**src/rtl/btc_pkg.sv**
```systemverilog
`timescale 1ns / 1ps
// ----------------------------------------------------------------------------
// btc_pkg: shared definitions for the block transposition cipher
// Widths, register codes, reset values, controller state, command and status
// structures, and the key entry decode.
// ----------------------------------------------------------------------------
package btc_pkg;

    // Field and register widths
    localparam int CHAR_W       = 8;
    localparam int BS_W         = 4;
    localparam int KEY_W        = 24;
    localparam int KEY_ENT_W    = 3;
    localparam int KEY_ENTRIES  = 8;
    localparam int SRC_W        = 4;    // holds a source position up to 15
    localparam int CFG_IDX_W    = 1;
    localparam int CFG_DATA_W   = 24;

    // Default and limit of the block depth
    localparam int MAX_BLOCK_DEF = 8;

    // Register reset values
    localparam logic [BS_W-1:0]  BLOCK_SIZE_RST = 4'd8;
    localparam logic [KEY_W-1:0] PERM_KEY_RST   = 24'd16434824;

    // Configuration register indexes
    typedef enum logic [CFG_IDX_W-1:0] {
        CFG_BLOCK_SIZE = 1'b0,
        CFG_PERM_KEY   = 1'b1
    } t_cfg_reg;

    // Controller states
    typedef enum logic {
        ST_ACCEPT = 1'b0,
        ST_EMIT   = 1'b1
    } t_state;

    // Controller to datapath
    typedef struct packed {
        logic capture;  // input transaction taken this cycle
        logic load;     // load next result into the output register
    } t_dp_cmd;

    // Datapath to controller
    typedef struct packed {
        logic will_emit;  // the character on the input would close a block
        logic out_free;   // output register can take a new result
        logic idx_final;  // current result index is the last of the block
    } t_dp_status;

    // Source position for output position i: key entries past the eighth
    // are taken as identity
    function automatic logic [SRC_W-1:0] key_src(input logic [KEY_W-1:0] key,
                                                 input logic [SRC_W-1:0] i);
        logic [SRC_W-1:0] res;
        res = i;
        if (i < SRC_W'(KEY_ENTRIES)) begin
            case (i[KEY_ENT_W-1:0])
                3'd0:    res = {1'b0, key[2:0]};
                3'd1:    res = {1'b0, key[5:3]};
                3'd2:    res = {1'b0, key[8:6]};
                3'd3:    res = {1'b0, key[11:9]};
                3'd4:    res = {1'b0, key[14:12]};
                3'd5:    res = {1'b0, key[17:15]};
                3'd6:    res = {1'b0, key[20:18]};
                3'd7:    res = {1'b0, key[23:21]};
                default: res = i;
            endcase
        end
        return res;
    endfunction

endpackage

```
**src/rtl/btc_in_if.sv**
```systemverilog
`timescale 1ns / 1ps
// ----------------------------------------------------------------------------
// btc_in_if: character input channel
// Valid/ready handshake carrying one message character and its last flag.
// ----------------------------------------------------------------------------
interface btc_in_if;
    logic                        valid;
    logic                        ready;
    logic [btc_pkg::CHAR_W-1:0]  in_char;
    logic                        in_last;

    modport source (output valid, output in_char, output in_last, input ready);
    modport sink   (input valid, input in_char, input in_last, output ready);
endinterface

```
**src/rtl/btc_out_if.sv**
```systemverilog
`timescale 1ns / 1ps
// ----------------------------------------------------------------------------
// btc_out_if: character output channel
// Valid/ready handshake carrying one result character, last and fault flags.
// ----------------------------------------------------------------------------
interface btc_out_if;
    logic                        valid;
    logic                        ready;
    logic [btc_pkg::CHAR_W-1:0]  out_char;
    logic                        out_last;
    logic                        key_fault;

    modport source (output valid, output out_char, output out_last,
                    output key_fault, input ready);
    modport sink   (input valid, input out_char, input out_last,
                    input key_fault, output ready);
endinterface

```
**src/rtl/btc_ctrl.sv**
```systemverilog
`timescale 1ns / 1ps
// ----------------------------------------------------------------------------
// btc_ctrl: cipher controller
// Alternates between taking characters and streaming out a finished block.
// ----------------------------------------------------------------------------
module btc_ctrl (
    input  logic                   i_clk,
    input  logic                   i_rst_n,
    input  logic                   i_in_valid,
    output logic                   o_in_ready,
    input  btc_pkg::t_dp_status    i_status,
    output btc_pkg::t_dp_cmd       o_cmd
);

    btc_pkg::t_state r_state;
    btc_pkg::t_state n_state;

    // State register
    always_ff @(posedge i_clk) begin
        if (!i_rst_n) begin
            r_state <= btc_pkg::ST_ACCEPT;
        end else begin
            r_state <= n_state;
        end
    end

    // Next state
    always_comb begin
        n_state = r_state;
        case (r_state)
            btc_pkg::ST_ACCEPT: begin
                if (i_in_valid && i_status.will_emit) begin
                    n_state = btc_pkg::ST_EMIT;
                end
            end
            btc_pkg::ST_EMIT: begin
                if (i_status.out_free && i_status.idx_final) begin
                    n_state = btc_pkg::ST_ACCEPT;
                end
            end
            default: n_state = btc_pkg::ST_ACCEPT;
        endcase
    end

    // Outputs
    always_comb begin
        o_in_ready  = 1'b0;
        o_cmd       = '0;
        case (r_state)
            btc_pkg::ST_ACCEPT: begin
                o_in_ready  = 1'b1;
                o_cmd.capture = i_in_valid;
            end
            btc_pkg::ST_EMIT: begin
                o_cmd.load = i_status.out_free;
            end
            default: begin
                o_in_ready = 1'b0;
            end
        endcase
    end

endmodule

```
**src/rtl/btc_datapath.sv**
```systemverilog
`timescale 1ns / 1ps
// ----------------------------------------------------------------------------
// btc_datapath: cipher datapath
// Configuration registers, block buffer, fill and result counters, and the
// output register with its permutation select.
// ----------------------------------------------------------------------------
module btc_datapath #(
    parameter int MAX_BLOCK = btc_pkg::MAX_BLOCK_DEF
) (
    input  logic                              i_clk,
    input  logic                              i_rst_n,
    // configuration
    input  logic                              i_cfg_we,
    input  logic [btc_pkg::CFG_IDX_W-1:0]     i_cfg_idx,
    input  logic [btc_pkg::CFG_DATA_W-1:0]    i_cfg_data,
    // input payload
    input  logic [btc_pkg::CHAR_W-1:0]        i_in_char,
    input  logic                              i_in_last,
    // output channel
    input  logic                              i_out_ready,
    output logic                              o_out_valid,
    output logic [btc_pkg::CHAR_W-1:0]        o_out_char,
    output logic                              o_out_last,
    output logic                              o_key_fault,
    // controller link
    input  btc_pkg::t_dp_cmd                  i_cmd,
    output btc_pkg::t_dp_status               o_status
);

    localparam int CNT_W = $clog2(MAX_BLOCK + 1);
    localparam int IDX_W = $clog2(MAX_BLOCK);
    localparam int CMP_W = (CNT_W > btc_pkg::SRC_W) ? CNT_W : btc_pkg::SRC_W;

    // Configuration registers
    logic [btc_pkg::BS_W-1:0]   r_block_size;
    logic [btc_pkg::KEY_W-1:0]  r_perm_key;

    always_ff @(posedge i_clk) begin
        if (!i_rst_n) begin
            r_block_size <= btc_pkg::BLOCK_SIZE_RST;
            r_perm_key   <= btc_pkg::PERM_KEY_RST;
        end else if (i_cfg_we) begin
            if (i_cfg_idx == btc_pkg::CFG_BLOCK_SIZE) begin
                r_block_size <= i_cfg_data[btc_pkg::BS_W-1:0];
            end
            if (i_cfg_idx == btc_pkg::CFG_PERM_KEY) begin
                r_perm_key <= i_cfg_data[btc_pkg::KEY_W-1:0];
            end
        end
    end

    // Effective block size: zero means one, saturate at the buffer depth
    logic [CMP_W-1:0] bs_ext;
    logic [CMP_W-1:0] bs_eff;

    always_comb begin
        bs_ext = CMP_W'(r_block_size);
        if (bs_ext == '0) begin
            bs_eff = CMP_W'(1);
        end else if (bs_ext > CMP_W'(MAX_BLOCK)) begin
            bs_eff = CMP_W'(MAX_BLOCK);
        end else begin
            bs_eff = bs_ext;
        end
    end

    // Fill tracking on the incoming character
    logic [CNT_W-1:0]  r_fill;
    logic              fill_room;
    logic [CNT_W-1:0]  fill_next;
    logic              blk_full;

    assign fill_room = (r_fill < CNT_W'(MAX_BLOCK));
    assign fill_next = fill_room ? (r_fill + CNT_W'(1)) : r_fill;
    assign blk_full  = (CMP_W'(fill_next) >= bs_eff);

    // Block buffer, no reset: every read entry was written in this block
    logic [btc_pkg::CHAR_W-1:0] r_store [MAX_BLOCK];

    always_ff @(posedge i_clk) begin
        if (i_cmd.capture && fill_room) begin
            r_store[r_fill[IDX_W-1:0]] <= i_in_char;
        end
    end

    // Emission control registers
    logic              r_perm;    // permuted block, else in-order flush
    logic              r_last;
    logic [CNT_W-1:0]  r_count;   // results in this emission
    logic [CNT_W-1:0]  r_idx;

    always_ff @(posedge i_clk) begin
        if (!i_rst_n) begin
            r_fill  <= '0;
            r_perm  <= 1'b0;
            r_last  <= 1'b0;
            r_count <= '0;
            r_idx   <= '0;
        end else begin
            if (i_cmd.capture) begin
                if (blk_full || i_in_last) begin
                    r_fill  <= '0;
                    r_perm  <= blk_full;
                    r_last  <= i_in_last;
                    r_count <= blk_full ? bs_eff[CNT_W-1:0] : fill_next;
                    r_idx   <= '0;
                end else begin
                    r_fill <= fill_next;
                end
            end
            if (i_cmd.load) begin
                r_idx <= r_idx + CNT_W'(1);
            end
        end
    end

    // Source selection for the current result
    logic [btc_pkg::SRC_W-1:0]  src;
    logic                       fault;
    logic [IDX_W-1:0]           rd_addr;
    logic [btc_pkg::CHAR_W-1:0] rd_char;
    logic                       idx_final;

    assign src       = btc_pkg::key_src(r_perm_key, btc_pkg::SRC_W'(r_idx));
    assign fault     = r_perm && (CMP_W'(src) >= CMP_W'(r_count));
    assign rd_addr   = r_perm ? src[IDX_W-1:0] : r_idx[IDX_W-1:0];
    assign rd_char   = fault ? '0 : r_store[rd_addr];
    assign idx_final = (r_idx == (r_count - CNT_W'(1)));

    // Output register
    logic                        r_out_valid;
    logic                        n_out_valid;
    logic [btc_pkg::CHAR_W-1:0]  r_out_char;
    logic                        r_out_last;
    logic                        r_key_fault;

    always_comb begin
        if (i_cmd.load) begin
            n_out_valid = 1'b1;
        end else if (i_out_ready) begin
            n_out_valid = 1'b0;
        end else begin
            n_out_valid = r_out_valid;
        end
    end

    always_ff @(posedge i_clk) begin
        if (!i_rst_n) begin
            r_out_valid <= 1'b0;
        end else begin
            r_out_valid <= n_out_valid;
        end
    end

    always_ff @(posedge i_clk) begin
        if (i_cmd.load) begin
            r_out_char  <= rd_char;
            r_out_last  <= r_last && idx_final;
            r_key_fault <= fault;
        end
    end

    assign o_out_valid = r_out_valid;
    assign o_out_char  = r_out_char;
    assign o_out_last  = r_out_last;
    assign o_key_fault = r_key_fault;

    // Status to controller
    assign o_status.will_emit = blk_full || i_in_last;
    assign o_status.out_free  = !r_out_valid || i_out_ready;
    assign o_status.idx_final = idx_final;

endmodule

```
**src/rtl/block_transposition_cipher_core.sv**
```systemverilog
`timescale 1ns / 1ps
// The character that closes a block moves the controller into its emit state;
// results are then loaded into the output register one a cycle while it is free.
// No character is taken while the block buffer is being read out.
// Reset (synchronous, active low) empties the buffer and restores the registers.
// ----------------------------------------------------------------------------
// block_transposition_cipher_core: block transposition cipher
// Gathers characters into blocks and emits each full block in key order, or a
// final partial block in arrival order.
// ----------------------------------------------------------------------------
module block_transposition_cipher_core #(
    parameter int MAX_BLOCK = btc_pkg::MAX_BLOCK_DEF
) (
    input  logic                            i_clk,
    input  logic                            i_rst_n,
    input  logic                            i_cfg_we,
    input  logic [btc_pkg::CFG_IDX_W-1:0]   i_cfg_idx,
    input  logic [btc_pkg::CFG_DATA_W-1:0]  i_cfg_data,
    btc_in_if.sink                          i_in,
    btc_out_if.source                       o_out
);

    btc_pkg::t_dp_cmd     cmd;
    btc_pkg::t_dp_status  status;
    logic                 in_ready;

    // Controller
    btc_ctrl u_ctrl (
        .i_clk      (i_clk),
        .i_rst_n    (i_rst_n),
        .i_in_valid (i_in.valid),
        .o_in_ready (in_ready),
        .i_status   (status),
        .o_cmd      (cmd)
    );

    assign i_in.ready = in_ready;

    // Datapath
    btc_datapath #(
        .MAX_BLOCK (MAX_BLOCK)
    ) u_datapath (
        .i_clk       (i_clk),
        .i_rst_n     (i_rst_n),
        .i_cfg_we    (i_cfg_we),
        .i_cfg_idx   (i_cfg_idx),
        .i_cfg_data  (i_cfg_data),
        .i_in_char   (i_in.in_char),
        .i_in_last   (i_in.in_last),
        .i_out_ready (o_out.ready),
        .o_out_valid (o_out.valid),
        .o_out_char  (o_out.out_char),
        .o_out_last  (o_out.out_last),
        .o_key_fault (o_out.key_fault),
        .i_cmd       (cmd),
        .o_status    (status)
    );

endmodule
```
**src/flat_wrapper.sv**
```systemverilog
// flat-port wrapper written by rule: the top's interface ports become plain ports
module block_transposition_cipher_core_flat 
#(
    parameter int MAX_BLOCK = btc_pkg::MAX_BLOCK_DEF
)
  (i_clk, i_rst_n, i_cfg_we, i_cfg_idx, i_cfg_data, i_in_valid, i_in_in_char, i_in_in_last, i_in_ready, o_out_valid, o_out_out_char, o_out_out_last, o_out_key_fault, o_out_ready);
  btc_in_if i_in_i ();
  btc_out_if o_out_i ();
  input  logic i_clk;
  input  logic i_rst_n;
  input  logic i_cfg_we;
  input  logic [btc_pkg::CFG_IDX_W-1:0] i_cfg_idx;
  input  logic [btc_pkg::CFG_DATA_W-1:0] i_cfg_data;
  input wire logic [$bits(i_in_i.valid)-1:0] i_in_valid;
  input wire logic [$bits(i_in_i.in_char)-1:0] i_in_in_char;
  input wire logic [$bits(i_in_i.in_last)-1:0] i_in_in_last;
  output wire logic [$bits(i_in_i.ready)-1:0] i_in_ready;
  output wire logic [$bits(o_out_i.valid)-1:0] o_out_valid;
  output wire logic [$bits(o_out_i.out_char)-1:0] o_out_out_char;
  output wire logic [$bits(o_out_i.out_last)-1:0] o_out_out_last;
  output wire logic [$bits(o_out_i.key_fault)-1:0] o_out_key_fault;
  input wire logic [$bits(o_out_i.ready)-1:0] o_out_ready;
  assign i_in_i.valid = i_in_valid;
  assign i_in_i.in_char = i_in_in_char;
  assign i_in_i.in_last = i_in_in_last;
  assign i_in_ready = i_in_i.ready;
  assign o_out_valid = o_out_i.valid;
  assign o_out_out_char = o_out_i.out_char;
  assign o_out_out_last = o_out_i.out_last;
  assign o_out_key_fault = o_out_i.key_fault;
  assign o_out_i.ready = o_out_ready;
  block_transposition_cipher_core #(.MAX_BLOCK(MAX_BLOCK)) u_core (.i_clk(i_clk), .i_rst_n(i_rst_n), .i_cfg_we(i_cfg_we), .i_cfg_idx(i_cfg_idx), .i_cfg_data(i_cfg_data), .i_in(i_in_i), .o_out(o_out_i));
endmodule
```
**config.mk**
```make
export PLATFORM = sky130hd
export DESIGN_NAME = block_transposition_cipher_core_flat
export DESIGN_NICKNAME = d
export VERILOG_FILES = /design/src/rtl/btc_pkg.sv /design/src/rtl/btc_in_if.sv /design/src/rtl/btc_out_if.sv /design/src/rtl/btc_ctrl.sv /design/src/rtl/btc_datapath.sv /design/src/rtl/block_transposition_cipher_core.sv /design/src/flat_wrapper.sv
export SDC_FILE = /design/constraint.sdc
export NUM_CORES = 1
export LEC_CHECK = 0
export BUFFER_PORTS_ARGS = -buffer_cell sky130_fd_sc_hd__buf_2
export CORE_ASPECT_RATIO = 1.4
export CORE_MARGIN = 5
export CORE_UTILIZATION = 55
export CTS_CLUSTER_SIZE = 28
export DETAILED_ROUTE_END_ITERATION = 10
export MAX_ROUTING_LAYER = met4
export PLACE_DENSITY = 0.86
export SYNTH_ARGS = -nofsm -noshare
export SYNTH_HDL_FRONTEND = slang
export SYNTH_HIERARCHICAL = 1
export SYNTH_SLANG_ARGS = --single-unit
```
**constraint.sdc**
```tcl
create_clock -name i_clk -period 9.4 [get_ports i_clk]
set_input_delay 1.41 -clock i_clk [delete_from_list [all_inputs] [get_ports i_clk]]
set_output_delay 1.41 -clock i_clk [all_outputs]
set_load 0.01 [all_outputs]
```
Word level (Yosys, flattened, before mapping)
Memory sizes are Yosys's and may differ from the RTL's. A register that Yosys moved wholly into a read port is not among the register bits. Cells that the tools add are included.

Add/subtract/negate cells: 3. Multiply operators: 0. Div/mod/pow operators: 0. Order comparisons: 5. Equality and inequality tests: 8. Shifts and indexed selects: 0. Multiplexer cells: 21. Bitwise logic cells: 2. Reductions and logical operators: 17.

Operator list (number): two-way mux 4 bit (9); one-hot mux 4 bit (8 select lines) (1); equality test 3 bit, second input constant (4); two-way mux 1 bit (9); adder 4 x 1 -> 4 bit, second input constant (2); greater-or-equal comparator 4 bit (2); less-than comparator 4 bit, second input constant (2); AND reduction 2 bit (4); equality test 3 x 2 -> 1 bit, second input constant (2); nonzero test 2 bit (3); logical AND 1 bit (5); equality test 4 bit (1); > comparator 4 bit, second input constant (1); zero test 4 bit (1); subtractor 4 x 1 -> 4 bit, second input constant (1); equality test 3 x 1 -> 1 bit, second input constant (1); zero test 3 bit (1); two-way mux 3 bit (1); logical OR 1 bit (2); inverter 1 bit (2); one-hot mux 1 bit (2 select lines) (1); zero test 1 bit (1).

Flip-flop bits (word level): 46. Latch bits: 0. RAM bits: 64. Bits in read-only memories: 0. Output and inout bits: 12. Logic and storage cells: 68. Memories kept: 1.

Memories: u_core.u_datapath.r_store (words 8, width 8, rd ports 1, clocked after Yosys merged registers in 1, write ports 1, RTL line btc_datapath.sv:78) `logic [btc_pkg::CHAR_W-1:0] r_store [MAX_BLOCK];`.

Longest topological paths before layout
Gate-level depths: netlist of the first run.

Depth in word-level cells: 8. Mapped depth: 13. Gate-level depth less buffers: 12.

Cells and area by module
Netlist of the first run, hierarchy kept.

By module, submodules not included: btc_datapath (times used 1, cells each 441, area each 5247.5 um^2); btc_ctrl (times used 1, cells each 7, area each 57.6 um^2).

Least setup slack after synthesis of the first run
No wires, ideal clock.

Path type: register to register. From: register u_core.u_datapath.r_idx[0]. To: register u_core.u_datapath.r_out_char, in the netlist u_core/u_datapath/o_out_char[0], read port of u_core.u_datapath.r_store (data pin). Setup time: 0.144 ns. Data arrival time: 3.173 ns. Setup slack: 6.083 ns. Cell stages (with the launch flop): 14. Path buffers: 1. Path through: dfxtp_1 -> clkbuf_1 -> inv_1 -> ha_1 -> nor4_4 -> and3_1 -> o32ai_1 -> ha_1 -> nand2b_1 -> a21o_1 -> a211oi_1 -> o211ai_1 -> o22a_1 -> o21ai_2.

Longest elaborated chain between the ends: 5. Elaborated cells on any way between the ends: 14. Classes of those cells: order compare: 2; eq/ne: 7; mux: 3; reduce/logical: 2.

RTL lines: start: declaration (RTL line btc_datapath.sv:90) `logic [CNT_W-1:0] r_idx;`; start signal: assignment (RTL line btc_datapath.sv:112) `r_idx <= r_idx + CNT_W'(1);`; equality test 3 bit (tied with other cells) (RTL line btc_pkg.sv:58) `case (i[KEY_ENT_W-1:0])`; one-hot mux 4 bit (8 select lines) (RTL line btc_pkg.sv:58); two-way mux 4 bit (RTL line btc_pkg.sv:57) `if (i < SRC_W'(KEY_ENTRIES)) begin`; greater-or-equal comparator 4 bit (RTL line btc_datapath.sv:125) `assign fault = r_perm && (CMP_W'(src) >= CMP_W'(r_count));`; logical AND 1 bit (RTL line btc_datapath.sv:125); end: declaration (RTL line btc_datapath.sv:133) `logic [btc_pkg::CHAR_W-1:0] r_out_char;`.

Several ways; a longest one is shown, not always the timed one. The select of a mux whose other input is x is not followed. A chain may end at the register's enable or synchronous reset.

Worst setup path after layout of the first run
From: register u_core.u_datapath.r_idx[2]. To: register u_core.u_datapath.r_out_char, in the netlist u_core/u_datapath/o_out_char[1], read port of u_core.u_datapath.r_store (data pin).

Same word-level chain as after synthesis.

==> results by stage, run 1 <==
Run status:
- The run finished with clean final reports.

Die:
- For this configuration, the core starts out at a cell density of 56.08%.
- The full die area is 11740 µm².
- The number of core rows is 42.
- The die is 126.2 µm tall.
- The core region area is 9459 µm².
- The count of pins on the block boundary is 51.
- The width of the die is 93.01 µm.

GRT:
- Across every metal layer, demand over resource in global routing totals 20.33%.
- The initial antenna violation count is 0.
- The wire length of the first global-routing pass is 17680 µm.
- The number of global-route vias before repair is 3608.
- Entering global routing, the biggest net connects 32 pins.
- Global routing finished with a remaining overflow of 0.

Cells and area:
- Cells fill 65.20% of the core in the end.
- The post-route netlist has a little over a fifth of its cells at a drive strength greater than 1.
- Summing all multi-input logic gate instances after layout gives slightly above 2000 µm².
- The sequential standard cell area is 3103 µm².
- The count of fill cells added during filler insertion is 687.
- The area growth from synthesis to layout is 16.25%.
- The finished cells cover about 6000 µm².
- The number of nets in the layout is 552.
- The number of diodes added for antenna fixing is 0.

Worst setup path:
- The startpoint kind of the worst setup timing path is a flip-flop.
- The peak per-stage delay on the critical path is approximately 0.70 ns.
- In this design, the largest share of critical-path delay is due to compound AO/OA/AOI/OAI gates.
- The worst-case reg-to-reg path depth is 12.
- In this run the critical register-to-register path is launched from u_core/u_datapath/r_idx[2]$_SDFFE_PN0P_.
- Counting both buffers and inverters, the worst setup path holds a total of 1.
- The kind of end point of the critical path is a flip-flop.
- The largest driver fanout on the critical path is 16.
- The slowest stage of the critical path is the dfxtp_1 cell.
- Walking the worst path, the cells encountered are inv_1 > ha_1 > a221oi_2 > o211ai_1 > o32ai_1 > ha_1 > nand2b_1 > a21o_1 > a211oi_1 > o211ai_1 > o22a_1 > o21ai_2.
- The worst register-to-register path ends at u_core/u_datapath/o_out_char[1]$_SDFFCE_PP0P_.
- The setup slack of the worst register-to-register path is 5.54 ns.
- The data arrival time of the critical path is 4.12 ns.
- The critical path is of the flip-flop to flip-flop type.
- The required arrival time at the worst endpoint is between 9 and 10 ns.

Yosys:
- The mapped netlist covers 5305 µm².
- Synthesis instantiated 54 different standard cells from the library.
- After Yosys synthesis, XOR and XNOR cells account for 1.486% of the synthesized area.
- The register bit count reported by yosys is 118.
- In this run, synthesis inferred between 70 and 80 flip-flops with an integrated enable.
- Summing the areas of all compound-gate instances in the mapped netlist gives 12.43% of the synthesized area.
- Yosys printed 6 warnings.
- The portion of synthesized area spent on multiplexers is 9.080%.
- The proportion of register bits with asynchronous set or reset after synthesis is 0%.
- A synthesized cell averages 11.84 µm².
- The cell count after synthesis is between 400 and 500.
- The adder-cell area share of the yosys netlist is ~3.8%.
- The synthesized-area fraction occupied by and/or/nand/nor cells is a little under an eighth.
- The post-synthesis sequential area ratio is 58.49%.
- For this run, the leading register cell type out of synthesis is edfxtp_1.
- When the netlist entered floorplanning its net count stood at 503.
- The dominant combinational cell family by area after synthesis is compound AO/OA/AOI/OAI gates.

Run:
- The tool flagged a number of max-cap violations equal to 0.

Clock tree:
- After clock tree synthesis, the repair step resized 0 gates.
- For the worst-skew pair, the clock arrives at the later sink with an insertion delay of 0.41 ns.
- The count of buffers added by post-CTS timing repair for setup is 0.
- TritonCTS built the clock tree.
- CTS placed an instance of clkbuf_16 at the clock tree root.
- The clock transition time at the flip-flop clock pins of the worst setup and hold paths is 0.05 ns.
- The clock passes through at most 2 buffers.
- For this design, the sink count on the clock tree is between 100 and 150.
- The total clock buffers created by CTS is 17.
- Buffers inserted to repair hold after CTS numbered 0.
- The H-tree generated during clock tree synthesis spans 4 levels.

Worst hold path:
- In this run the most critical hold path is launched from u_core/u_datapath/r_perm_key[6]$_SDFFE_PN0P_.
- For hold timing, the worst endpoint is u_core/u_datapath/r_perm_key[6]$_SDFFE_PN0P_.
- The class of the worst hold path is flip-flop to flip-flop.
- Along the worst hold path, the cell count comes to 2.

Timing:
- Subtracting the final worst setup slack from the clock period gives between 3 and 4 ns.
- The headroom to the max-slew limit is 13.04%.
- Across the routed clock network, the largest skew measured is 0.009520 ns.
- Hold is met by 0.4651 ns.
- Adding up every negative setup slack in the final design gives 0 ns.
- At the pin with the least slew margin, the transition time is 1.294 ns.
- The final period utilization is 41.04%.
- Setup violations remaining at the end of the flow were counted as 0.
- The hold violation total from the final report came to 0.
- Derived from the worst setup path, the maximum achievable clock frequency is 259.2 MHz.
- Setup repair after global routing left no endpoint under its margin.
- The number of max-slew violations in the final report is 0.

Placement:
- The placed wire-length estimate after detailed placement is 7559 µm.
- The weighted congestion at the end of routability-driven global placement is 0.8997.
- The number of buffers added on ports is 50.
- The instance area at placement is 5608 µm².

Route:
- Dividing the detail-routed wire length by the instance count gives 17.94 µm.
- The first-pass iteration count of the detailed router is 5.
- After detailed routing, the number of remaining DRC violations is 0.
- The mean number of vias per cell is 5.908.
- After detailed routing, the total wire length is roughly 11000 µm.
- The number of DRC markers after the initial detailed-route iteration is roughly 230.
- The routed via count is 3663.
- The residual antenna-violating net count after detailed routing is 0.

Power and ir drop:
- Dividing total power by cell area gives a power density of 211.2 nW/µm².
- VDD sags by at most 146.6 µV.
- For this design the static power due to leakage is 2.272 nW.
-- stage by stage --
stage          instances  total power (W)  worst slack (ns)
2_1_floorplan        448        0.0006731             6.083
3_3_place_gp         588        0.0007022             5.746
3_5_place_dp         588        0.0007079             5.577
4_1_cts              620         0.001310             5.569
5_1_grt              620         0.001351             5.285
6_report             620         0.001303             5.542
-- sequential cells by signal, indices dropped and copies added (netlist names) --
| register | count |
|---|---|
| u_core/u_datapath/r_last | 1 |
| u_core/u_datapath/r_perm | 1 |
| u_core/u_datapath/r_count | 4 |
| u_core/u_datapath/r_fill | 4 |
| u_core/u_datapath/o_key_fault | 1 |
| u_core/u_datapath/o_out_char | 8 |
| u_core/u_ctrl/r_state | 1 |
| u_core/u_datapath/r_idx | 4 |
| u_core/u_datapath/r_store | 64 |
| u_core/u_datapath/bs_ext | 4 |
| u_core/u_datapath/r_perm_key | 24 |
| u_core/u_datapath/o_out_valid | 1 |
| u_core/u_datapath/o_out_last | 1 |
-- how the worst max path moves through the flow --
stage | startpoint | end | cells past startpoint
3_5_place_dp | u_core/u_datapath/r_idx[2]$_SDFFE_PN0P_ | u_core/u_datapath/o_out_char[3]$_SDFFCE_PP0P_ | 12
5_1_grt | u_core/u_datapath/r_idx[2]$_SDFFE_PN0P_ | u_core/u_datapath/o_out_char[0]$_SDFFCE_PP0P_ | 12
4_1_cts | u_core/u_datapath/r_idx[2]$_SDFFE_PN0P_ | u_core/u_datapath/o_out_char[3]$_SDFFCE_PP0P_ | 12
3_3_place_gp | u_core/u_datapath/r_idx[2]$_SDFFE_PN0P_ | u_core/u_datapath/o_out_char[4]$_SDFFCE_PP0P_ | 12
6_report | u_core/u_datapath/r_idx[2]$_SDFFE_PN0P_ | u_core/u_datapath/o_out_char[1]$_SDFFCE_PP0P_ | 12
2_1_floorplan | u_core/u_datapath/r_idx[0]$_SDFFE_PN0P_ | u_core/u_datapath/o_out_char[0]$_SDFFCE_PP0P_ | 13
-- layout make-up --
class | instances | area share [%]
Sequential cell | 118 | 50.31
Multi-Input combinational cell | 293 | 33.17
Clock buffer | 21 | 7.304
Timing Repair Buffer | 52 | 4.301
Tap cell | 110 | 2.232
Clock inverter | 11 | 1.765
Inverter | 15 | 0.9130
-- report_power, final --
part / switching (W) / leakage (nW) / total [W] / internal (W)
Combinational: 0.0000676 / 0.961 / 0.000118 / 0.0000505
Sequential: 0.0000108 / 1.04 / 0.000581 / 0.000570
Clock: 0.000211 / 0.275 / 0.000603 / 0.000392
Total: 0.000290 / 2.27 / 0.00130 / 0.00101
-- placed cells by master, fill, tap and decap left out, types with 4 or more instances in the layout --
| master | Yosys | final |
|---|---|---|
| o211ai_1 | 4 | 4 |
| nand2_1 | 69 | 69 |
| edfxtp_1 | 74 | 74 |
| a211o_1 | 4 | 4 |
| mux2i_1 | 38 | 38 |
| nor2b_1 | 4 | 4 |
| inv_1 | 15 | 15 |
| nand3_1 | 16 | 16 |
| nor3_1 | 6 | 6 |
| nand2b_1 | 6 | 6 |
| clkinv_2 | 0 | 5 |
| a21o_1 | 5 | 5 |
| a211oi_1 | 4 | 4 |
| o21ai_2 | 7 | 7 |
| clkbuf_16 | 0 | 17 |
| o22a_1 | 7 | 7 |
| dfxtp_1 | 44 | 44 |
| a21oi_1 | 26 | 26 |
| ha_1 | 16 | 16 |
| xnor2_1 | 9 | 9 |
| nor2_1 | 19 | 19 |
| mux2_2 | 9 | 9 |
| buf_2 | 2 | 50 |
-- worst register-to-register path, delay by kind of cell, from the launching register on --
family,cells,cell delay (ns)
AO/OA/AOI/OAI,8,2.11
buffers and inverters,1,0.17
flip-flops,1,0.70
adder cells (fa/ha/maj),2,0.60
AND/OR/NAND/NOR,1,0.14
-- layer usage --
| metal | share of wire, % | wire [µm] | track usage [%] | vias to the layer above |
|---|---|---|---|---|
| met5 | 0 | 0 | - | - |
| met4 | 3.4 | 374 | 10.79 | 0 |
| met3 | 6.0 | 670 | 5.609 | 35 |
| met2 | 53 | 5880 | 33.77 | 155 |
| met1 | 38 | 4197 | 21.94 | 1737 |
| li1 | - | - | - | 1736 |
-- logic make-up (layout without fill, tap and decap cells) --
kind of cell	count (synthesis)	count (layout)
AO/OA/AOI/OAI	87	87
XOR/XNOR	9	9
adder cells (fa/ha/maj)	16	16
buffers and inverters	37	99
flip-flops	118	118
multiplexers	47	47
AND/OR/NAND/NOR	134	134
-- synthesized netlist by cell type (5+ instances only) --
master | count | area share, %
nand2b_1 | 6 | 0.71
a21oi_1 | 26 | 2.5
nand3_1 | 16 | 1.5
mux2i_1 | 38 | 7.2
clkbuf_1 | 14 | 0.99
nor3_1 | 6 | 0.57
ha_1 | 16 | 3.8
mux2_2 | 9 | 1.9
nor2_1 | 19 | 1.3
inv_1 | 15 | 1.1
o22a_1 | 7 | 1.2
xnor2_1 | 9 | 1.5
nand2_1 | 69 | 4.9
edfxtp_1 | 74 | 42
a21o_1 | 5 | 0.71
o21ai_2 | 7 | 1.2
dfxtp_1 | 44 | 17
(Power assumes the default switching activity.)
==> run 2, diff against run 1 <==
--- a/config.mk
+++ b/config.mk
@@ -5,6 +5,7 @@
 export SDC_FILE = /design/constraint.sdc
 export NUM_CORES = 1
 export LEC_CHECK = 0
+export ABC_AREA = 1
 export BUFFER_PORTS_ARGS = -buffer_cell sky130_fd_sc_hd__buf_2
 export CORE_ASPECT_RATIO = 1.4
 export CORE_MARGIN = 5
==> constraint.sdc (replaced) <==
create_clock -name i_clk -period 3.7 [get_ports i_clk]
set_input_delay 0.555 -clock i_clk [delete_from_list [all_inputs] [get_ports i_clk]]
set_output_delay 0.555 -clock i_clk [all_outputs]
set_load 0.01 [all_outputs]
==> run 2 against run 1 <==
  * Final cell count grew 32%
  * Clock-buffer cell count down 4
  * Synthesized cell count grew 39%
  * Critical path type unchanged
  * Largest power group unchanged
  * Sequential share of layout area shrank 2.7 points
  * Flip-flop and latch count did not move
  * Synthesized area grew 4.2%
  * Non-clock buffer count rose by 1
  * Sequential power grew to 2.6 times the previous value
  * Clock skew up 0.0011 ns
  * Design area is 5.7% higher
==> results by stage, run 2 <==
Power and ir drop:
- The cell-internal power is 0.002898 W (+190%).
- The leakage component of the power is 2.908 nW (+28%).
- The sequential power share is 40.0% (-4.6 points).
- The highest ir drop seen on vdd is 445.1 µV (+200%).
- The power density over the cells was 571.2 nW/µm² (+170%).
- The power dissipated by switching net loads is 0.0008249 W (+180%).
- The switching part of the total is 22.16% (-0.088 points).
- The part of the power in the clock network is 50.6% (+4.3 points).
- The part of the power in combinational logic was 9.5% (+0.4 points).

Yosys:
- The synthesized area divided by synthesized cell count is 8.891 µm² (-25%).
- By area the synthesized netlist is led by edfxtp_1, dfxtp_1, nand2_1.
- The unique cell type count in the Yosys netlist is 34 (-37%).
- By count the netlist is led by nand2_1, nand3_1, inv_1.
- The number of nets produced by synthesis is 677 (+35%).
- The cell with the most instances after synthesis is nand2_1.
- The post-synthesis sequential area ratio was 56.11% (-2.4 points).
- The number of enable-type register cells in the synthesized netlist came to 74 (unchanged).
- The register bit count reported by yosys is 118 (unchanged).
- The cell count after synthesis is 622 (+39%).
- The netlist area before placement came to 5530 µm² (+4.2%).
- The share of the synthesized area in the top cell type is 40.18% (-1.7 points).
- The warning count from the yosys run was 6 (unchanged).
- The proportion of register bits with asynchronous set or reset after synthesis was 0% (unchanged).
- Summed over all instances, the cell type with the most area after synthesis is edfxtp_1.
- The most used flip-flop cell after synthesis is edfxtp_1.

Clock tree:
- The total clock buffers created by CTS was 17 (unchanged).
- The number of buffers inserted by hold repair at cts is 0 (unchanged).
- The maximum clock path buffer count is 2 (unchanged).
- The count of buffers added by post-CTS timing repair for setup is 0 (unchanged).
- The number of clock sinks seen by CTS is 118 (unchanged).
- The clock transition time at the flip-flop clock pins of the worst setup and hold paths is 0.05 ns (about the same).
- TritonCTS built the clock tree.
- CTS placed an instance of clkbuf_16 at the clock tree root.
- The clock latency reported for the late side of the worst-skew pair is 0.41 ns (about the same).
- The deepest level of the CTS H-tree came to 4 (unchanged).
- The number of gates resized after CTS is 0 (unchanged).

Placement:
- The total instance count after detailed placement came to 788 (+34%).
- The placed wire-length estimate after detailed placement is 8399 µm (+11%).
- The weighted congestion at the end of routability-driven global placement is 0.9244 (+2.7%).
- The number of buffers added on ports came to 50 (unchanged).
- The instance area at placement was 5834 µm² (+4.0%).
- The post-place setup slack is 0.7703 ns (-4.807 ns).

Timing:
- Setup repair after global routing left no endpoint under its margin.
- The number of max-slew violations in the final report is 0 (unchanged).
- The slew at the pin with the worst max-slew slack is 1.006 ns (-0.2882 ns).
- The final period utilization is 82.24% (+41 points).
- The count of endpoints failing setup in the final report was 0 (unchanged).
- The top achievable clock speed came to 328.6 MHz (+27%).
- The final sum of negative setup slack is 0 ns (unchanged).
- The worst path setup slack after routing is 0.6572 ns (-4.885 ns).
- The final critical path time including I/O delays and setup is 3.043 ns (-0.8151 ns).
- The headroom to the max-slew limit is 32.67% (+20 points).
- The hold violation total from the final report was 0 (unchanged).
- The worst clock skew is 0.01066 ns (+0.001142 ns).

Cells and area:
- The synthesis-to-layout area growth is 17.85%.
- The layout cell share with drive strength beyond 1 is 13.72% (-7.5 points).
- The flip-flop count of the largest register, all copies and words added is 64 (unchanged).
- The top cell types in the final layout, fill and taps aside, are nand2_1, nand3_1, inv_1.
- The number of diodes added for antenna fixing is 0 (unchanged).
- The number of standard cells in the layout, taps in and fillers out came to 820 (+32%).
- The final core utilization is 65.84% (+0.64 points).
- The number of nets in the layout is 727 (+32%).
- The final standard cell area without fillers is 6518 µm² (+5.7%).
- The most frequent standard cell in the layout excluding fill and tap cells is nand2_1.

Worst setup path:
- The largest driver fanout on the critical path came to 33 (+17).
- The kind of end point of the critical path is a flip-flop.
- The critical path is of the flip-flop to flip-flop type.
- The required arrival time at the worst endpoint is 3.86 ns (-5.81 ns).
- The data arrival time of the critical path is 3.20 ns (-0.92 ns).
- The startpoint kind of the worst setup timing path is a flip-flop.

GRT:
- The overall fraction of global-route tracks in use is 23.27% (+2.9 points).
- The total global routing overflow is 0 (unchanged).
- The initial antenna violation count is 0 (unchanged).
- The maximum number of pins on one net before global-route repair came to 38 (+19%).
- The number of global-route vias before repair came to 4621 (+28%).
- The wire length of the first global-routing pass is 21080 µm (+19%).

Die:
- The full die area is 12190 µm² (+3.8%).
- The vertical die dimension was 128.6 µm (+1.9%).
- The width of the die is 94.75 µm (+1.9%).
- The core region area was 9899 µm² (+4.7%).
- The effective utilization at floorplan is 55.86% (-0.22 points).
- The number of core rows is 43 (+2.4%).
- The count of pins on the block boundary came to 51 (unchanged).

Route:
- The detailed-route wire length is 13080 µm (+18%).
- The number of DRC markers after the initial detailed-route iteration is 287 (+24%).
- The final routed wire length divided by cell count was 15.95 µm (-11%).
- The first-pass iteration count of the detailed router is 5 (unchanged).
- The remaining routing DRC violations is 0 (unchanged).
- The residual antenna-violating net count after detailed routing came to 0 (unchanged).
- The mean number of vias per cell is 5.578 (-5.6%).
- The routed via count is 4574 (+25%).

Run:
- The number of max-cap violations is 0 (unchanged).

Worst hold path:
- The tightest min-delay check is of the primary input to flip-flop type.

Run status:
- The run finished with clean final reports.
[run 2: worst paths after layout]
check / startpoint / to / slack (ns) / depth (start not counted)
setup / recovery: u_core/u_datapath/r_idx[2]$_SDFFE_PN0P_ / u_core/u_datapath/o_out_char[5]$_SDFFCE_PP0P_ / 0.66 / 14
hold / removal: i_cfg_data[22] / u_core/u_datapath/r_perm_key[22]$_SDFFE_PN1P_ / 0.35 / 3
setup reg to reg: u_core/u_datapath/r_idx[2]$_SDFFE_PN0P_ / u_core/u_datapath/o_out_char[5]$_SDFFCE_PP0P_ / 0.66 / 14
hold reg to reg: u_core/u_datapath/bs_ext[1]$_SDFFE_PN0P_ / u_core/u_datapath/bs_ext[1]$_SDFFE_PN0P_ / 0.47 / 2
[run 2: routing by layer]
| metal | up-vias | global-route usage [%] | part of all wire, % |
|---|---|---|---|
| met3 | 59 | 4.912 | 7.4 |
| met2 | 215 | 40.49 | 54 |
| li1 | 2156 | - | - |
| met5 | - | - | 0 |
| met1 | 2144 | 23.84 | 35 |
| met4 | 0 | 13.42 | 4.0 |
[run 2: layout make-up]
cell class	instances	area, µm²
Clock inverter	15	257.7
Tap cell	135	168.9
Timing Repair Buffer	53	272.8
Sequential cell	118	3103
Fill cell	759	3382
Multi-Input combinational cell	395	1963
Inverter	87	326.6
Clock buffer	17	425.4
[run 2: cell families (layout without fill, tap and decap cells)]
logic type | after synthesis | count (layout) | share of synthesized area, %
fa+ha+maj | 16 | 16 | 3.620
flops | 118 | 118 | 56.11
xor+xnor | 6 | 6 | 0.9502
buf+inv | 109 | 172 | 8.393
compound gates | 67 | 67 | 6.674
simple gates | 306 | 306 | 24.25
[run 2: worst max-delay path: stages, from the launching register on]
cell     delay, ns
dfxtp_1       0.57
inv_2         0.17
ha_1          0.29
nor2_1        0.10
nand3_1       0.11
nor2_1        0.12
nor2_1        0.06
nand2_2       0.11
nand3_4       0.32
nand2_4       0.42
nand2_1       0.08
nand3_1       0.08
nand2_1       0.06
nor2_1        0.18
nor2_1        0.08
[run 2: power groups by stage]
stage	clock network, W	logic [W]	registers [W]
CTS	0.00189	0.000346	0.00149
floorplan	0	0.000243	0.00151
global placement	0	0.000317	0.00151
detailed placement	0	0.000334	0.00151
finish	0.00188	0.000352	0.00149
global route	0.00197	0.000391	0.00149
[run 2: through the flow]
step | hold slack [ns] | power [W]
2_1_floorplan | 0.4300 | 0.001753
3_3_place_gp | 0.4467 | 0.001827
3_5_place_dp | 0.4528 | 0.001846
4_1_cts | 0.3404 | 0.003726
5_1_grt | 0.3449 | 0.003849
6_report | 0.3458 | 0.003723
==> run 3, diff against run 2 <==
--- a/config.mk
+++ b/config.mk
@@ -5,7 +5,7 @@
 export SDC_FILE = /design/constraint.sdc
 export NUM_CORES = 1
 export LEC_CHECK = 0
-export ABC_AREA = 1
+export ABC_AREA = 0
 export BUFFER_PORTS_ARGS = -buffer_cell sky130_fd_sc_hd__buf_2
 export CORE_ASPECT_RATIO = 1.4
 export CORE_MARGIN = 5
==> constraint.sdc (replaced) <==
create_clock -name i_clk -period 2.9 [get_ports i_clk]
set_input_delay 0.435 -clock i_clk [delete_from_list [all_inputs] [get_ports i_clk]]
set_output_delay 0.435 -clock i_clk [all_outputs]
set_load 0.01 [all_outputs]
==> run 3 against run 2 <==
  * The run now ends with setup timing left
  * Via count decreased by 18%
  * Final cell count decreased by 20%
  * Critical path depth unchanged
  * Clock power increased by 12%
  * Sequential share of layout area decreased by 0.66 points
  * Sequential power increased by 26%
  * Maximum frequency decreased by 0.34%
  * Flip-flop and latch count unchanged
  * Clock-buffer cell count unchanged
  * Global-route usage decreased by 1.5 points
  * Critical path type unchanged
  * Largest power group unchanged
  * Highest routed layer unchanged
==> results by stage, run 3 (synthesis gave the netlist of run 1 again) <==
Clock tree:
- The number of clock sinks seen by CTS is 118 (unchanged).
- The deepest level of the CTS H-tree is 4 (unchanged).
- The clock latency reported for the late side of the worst-skew pair was 0.41 ns (about the same).
- Clock tree synthesis selected as its root buffer the cell clkbuf_16.
- The number of buffers inserted by hold repair at cts came to 0 (unchanged).
- TritonCTS built the clock tree.
- The total clock buffers created by CTS came to 17 (unchanged).
- The clock transition time at the flip-flop clock pins of the worst setup and hold paths was 0.06 ns (about the same).
- The maximum clock path buffer count came to 2 (unchanged).

Timing:
- The final critical path time including I/O delays and setup was 3.053 ns (+0.01051 ns).
- Setup repair after global routing could not meet its margin everywhere.
- The headroom to the max-slew limit is 49.77% (+17 points).
- The number of max-slew violations in the final report was 0 (unchanged).
- The count of endpoints failing setup in the final report is 8 (+8).
- The worst clock skew is 0.009293 ns (-0.001370 ns).
- The hold violation total from the final report is 0 (unchanged).
- The final period utilization is 105.3% (+23 points).
- The slew at the pin with the worst max-slew slack is 0.7517 ns (-0.2545 ns).
- The worst path setup slack after routing is -0.1533 ns (-0.8105 ns).
- The top achievable clock speed is 327.5 MHz (-0.34%).

Route:
- The routed via count is 3769 (-18%).
- The number of DRC markers after the initial detailed-route iteration came to 196 (-32%).
- The mean number of vias per cell was 5.745 (+3.0%).
- The remaining routing DRC violations is 0 (unchanged).
- The detailed-route wire length is 11590 µm (-11%).
- The residual antenna-violating net count after detailed routing is 0 (unchanged).
- The final routed wire length divided by cell count is 17.66 µm (+11%).
- The first-pass iteration count of the detailed router is 5 (unchanged).

Die:
- The width of the die was 93.01 µm (-1.8%).
- The effective utilization at floorplan is 56.08% (+0.22 points).
- The vertical die dimension is 126.2 µm (-1.9%).
- The core region area is 9459 µm² (-4.4%).
- The count of pins on the block boundary is 51 (unchanged).
- The number of core rows came to 42 (-2.3%).
- The full die area is 11740 µm² (-3.7%).

Power and ir drop:
- The part of the power in the clock network is 47.5% (-3.1 points).
- The part of the power in combinational logic is 10.1% (+0.6 points).
- The power dissipated by switching net loads came to 0.001025 W (+24%).
- The highest ir drop seen on vdd is 436.2 µV (-2.0%).
- The sequential power share is 42.4% (+2.4 points).
- The leakage component of the power came to 2.479 nW (-15%).
- The cell-internal power is 0.003407 W (+18%).
- The switching part of the total was 23.13% (+0.97 points).
- The power density over the cells is 668.8 nW/µm² (+17%).
- The overall power consumption is 0.004432 W (+19%).

Cells and area:
- The number of standard cells in the layout, taps in and fillers out is 656 (-20%).
- The flip-flop count of the largest register, all copies and words added was 64 (unchanged).
- The most frequent standard cell in the layout excluding fill and tap cells is edfxtp_1.
- The layout cell share with drive strength beyond 1 is 29.85% (+16 points).
- Relative to the synthesized area, the layout overhead comes to 24.93%.
- The final core utilization is 70.07% (+4.2 points).
- The number of diodes added for antenna fixing is 0 (unchanged).
- The number of nets in the layout is 588 (-19%).
- The final standard cell area without fillers is 6628 µm² (+1.7%).
- The library cells used most frequently in the layout, excluding fill and tap cells, are edfxtp_1, nand2_1, buf_2.

Placement:
- The instance area at placement came to 5946 µm² (+1.9%).
- The post-place setup slack is -0.1644 ns (-0.9347 ns).
- The weighted congestion at the end of routability-driven global placement is 0.9013 (-2.5%).
- The total instance count after detailed placement is 620 (-21%).
- The number of buffers added on ports came to 50 (unchanged).
- The placed wire-length estimate after detailed placement is 8169 µm (-2.7%).

GRT:
- The overall fraction of global-route tracks in use is 21.72% (-1.5 points).
- The total global routing overflow came to 0 (unchanged).
- The wire length of the first global-routing pass is 18960 µm (-10%).
- The number of global-route vias before repair is 3941 (-15%).
- The maximum number of pins on one net before global-route repair is 26 (-32%).
- The initial antenna violation count is 0 (unchanged).

Worst setup path:
- The peak per-stage delay on the critical path is 0.36 ns (-0.21 ns).
- The data arrival time of the critical path is 3.32 ns (+0.12 ns).
- The critical path class is flip-flop to flip-flop.
- Traced cell by cell, the critical path runs through ha_4 > ha_4 > buf_6 > nor4_4 > and3_4 > o32ai_2 > ha_1 > nand2b_4 > a21o_1 > a211oi_4 > o211ai_1 > buf_4 > o22a_1 > o21ai_2.
- STA classifies the critical path startpoint as a flip-flop.
- The required arrival time at the worst endpoint was 3.17 ns (-0.69 ns).
- The cell with the biggest individual delay on the critical path is dfxtp_4.
- The worst setup path is captured at a flip-flop.
- The most frequent cell on the critical path is ha_4.
- The largest driver fanout on the critical path is 7 (-79%).

Run:
- The number of max-cap violations came to 0 (unchanged).

Worst hold path:
- The class of the worst hold path is primary input to flip-flop.

Run status:
- The run finished, with violations left.
- The checks that failed: setup timing.
run 3: cell count changes in the layout (fill, tap and decap cells not counted), sizes merged, moves of 8 or more:
cell   change
nand3     -75
mux2i     +38
o21ai     -17
nor2      -52
xnor2      +8
mux2       +9
inv       -70
buf       +35
nand2     -61
run 3: power by group through the flow:
stage	Clock (W)	Combinational, W	Sequential (W)
floorplan	0	0.000284	0.00191
global placement	0	0.000414	0.00191
detailed placement	0	0.000430	0.00191
CTS	0.00213	0.000442	0.00188
global route	0.00223	0.000492	0.00188
finish	0.00210	0.000449	0.00188
run 3: metrics by stage:
step	hold WS (ns)	setup TNS (ns)
finish	0.2406	-1.038
global route	0.2221	-1.894
CTS	0.2227	-0.3737
detailed placement	0.4512	-1.138
global placement	0.4471	-0.2495
floorplan	0.4319	0
run 3: layer usage:
layer	wire (µm)	vias to the layer above	global-route usage [%]	share of wire [%]
li1	-	1813	-	-
met1	4297	1797	22.07	37
met2	6344	129	38.01	55
met3	575	30	6.086	5.0
met4	369	0	10.44	3.2
met5	0	-	-	0
run 3: worst max-delay path: cells and delay by family, from the launching register on:
family,cells,cell delay [ns]
AND/OR/NAND/NOR,3,0.61
AO/OA/AOI/OAI,6,0.95
buffers and inverters,2,0.32
adder cells (fa/ha/maj),3,0.66
flip-flops,1,0.36
run 3: path summary, 6_finish.rpt:
kind                                                                     from                                             to  slack [ns]  depth (start not counted)
worst max-delay path                  u_core/u_datapath/r_idx[1]$_SDFFE_PN0P_  u_core/u_datapath/o_out_char[3]$_SDFFCE_PP0P_       -0.15                         14
worst min-delay path                                           i_cfg_data[17]  u_core/u_datapath/r_perm_key[17]$_SDFFE_PN1P_        0.24                          3
worst max register to register        u_core/u_datapath/r_idx[1]$_SDFFE_PN0P_  u_core/u_datapath/o_out_char[3]$_SDFFCE_PP0P_       -0.15                         14
worst min register to register  u_core/u_datapath/r_perm_key[12]$_SDFFE_PN0P_  u_core/u_datapath/r_perm_key[12]$_SDFFE_PN0P_        0.47                          2
run 3: cell type report:
| type | instances | area, µm² |
|---|---|---|
| clock buffers | 17 | 425.4 |
| clock inverters | 15 | 180.2 |
| fillers | 655 | 2831 |
| inverters | 15 | 56.30 |
| multi-input cells | 293 | 2152 |
| flip-flops and latches | 118 | 3112 |
| well taps | 110 | 137.6 |
| repair buffers | 88 | 564.3 |
run 3: repair_timing:
item                                    4_1_cts  5_1_grt
setup buffers                                 3        1
endpoints found under the hold margin         0        0
endpoints found under the setup margin        8        8
resized for setup                             4        4
pin swaps                                     7       10
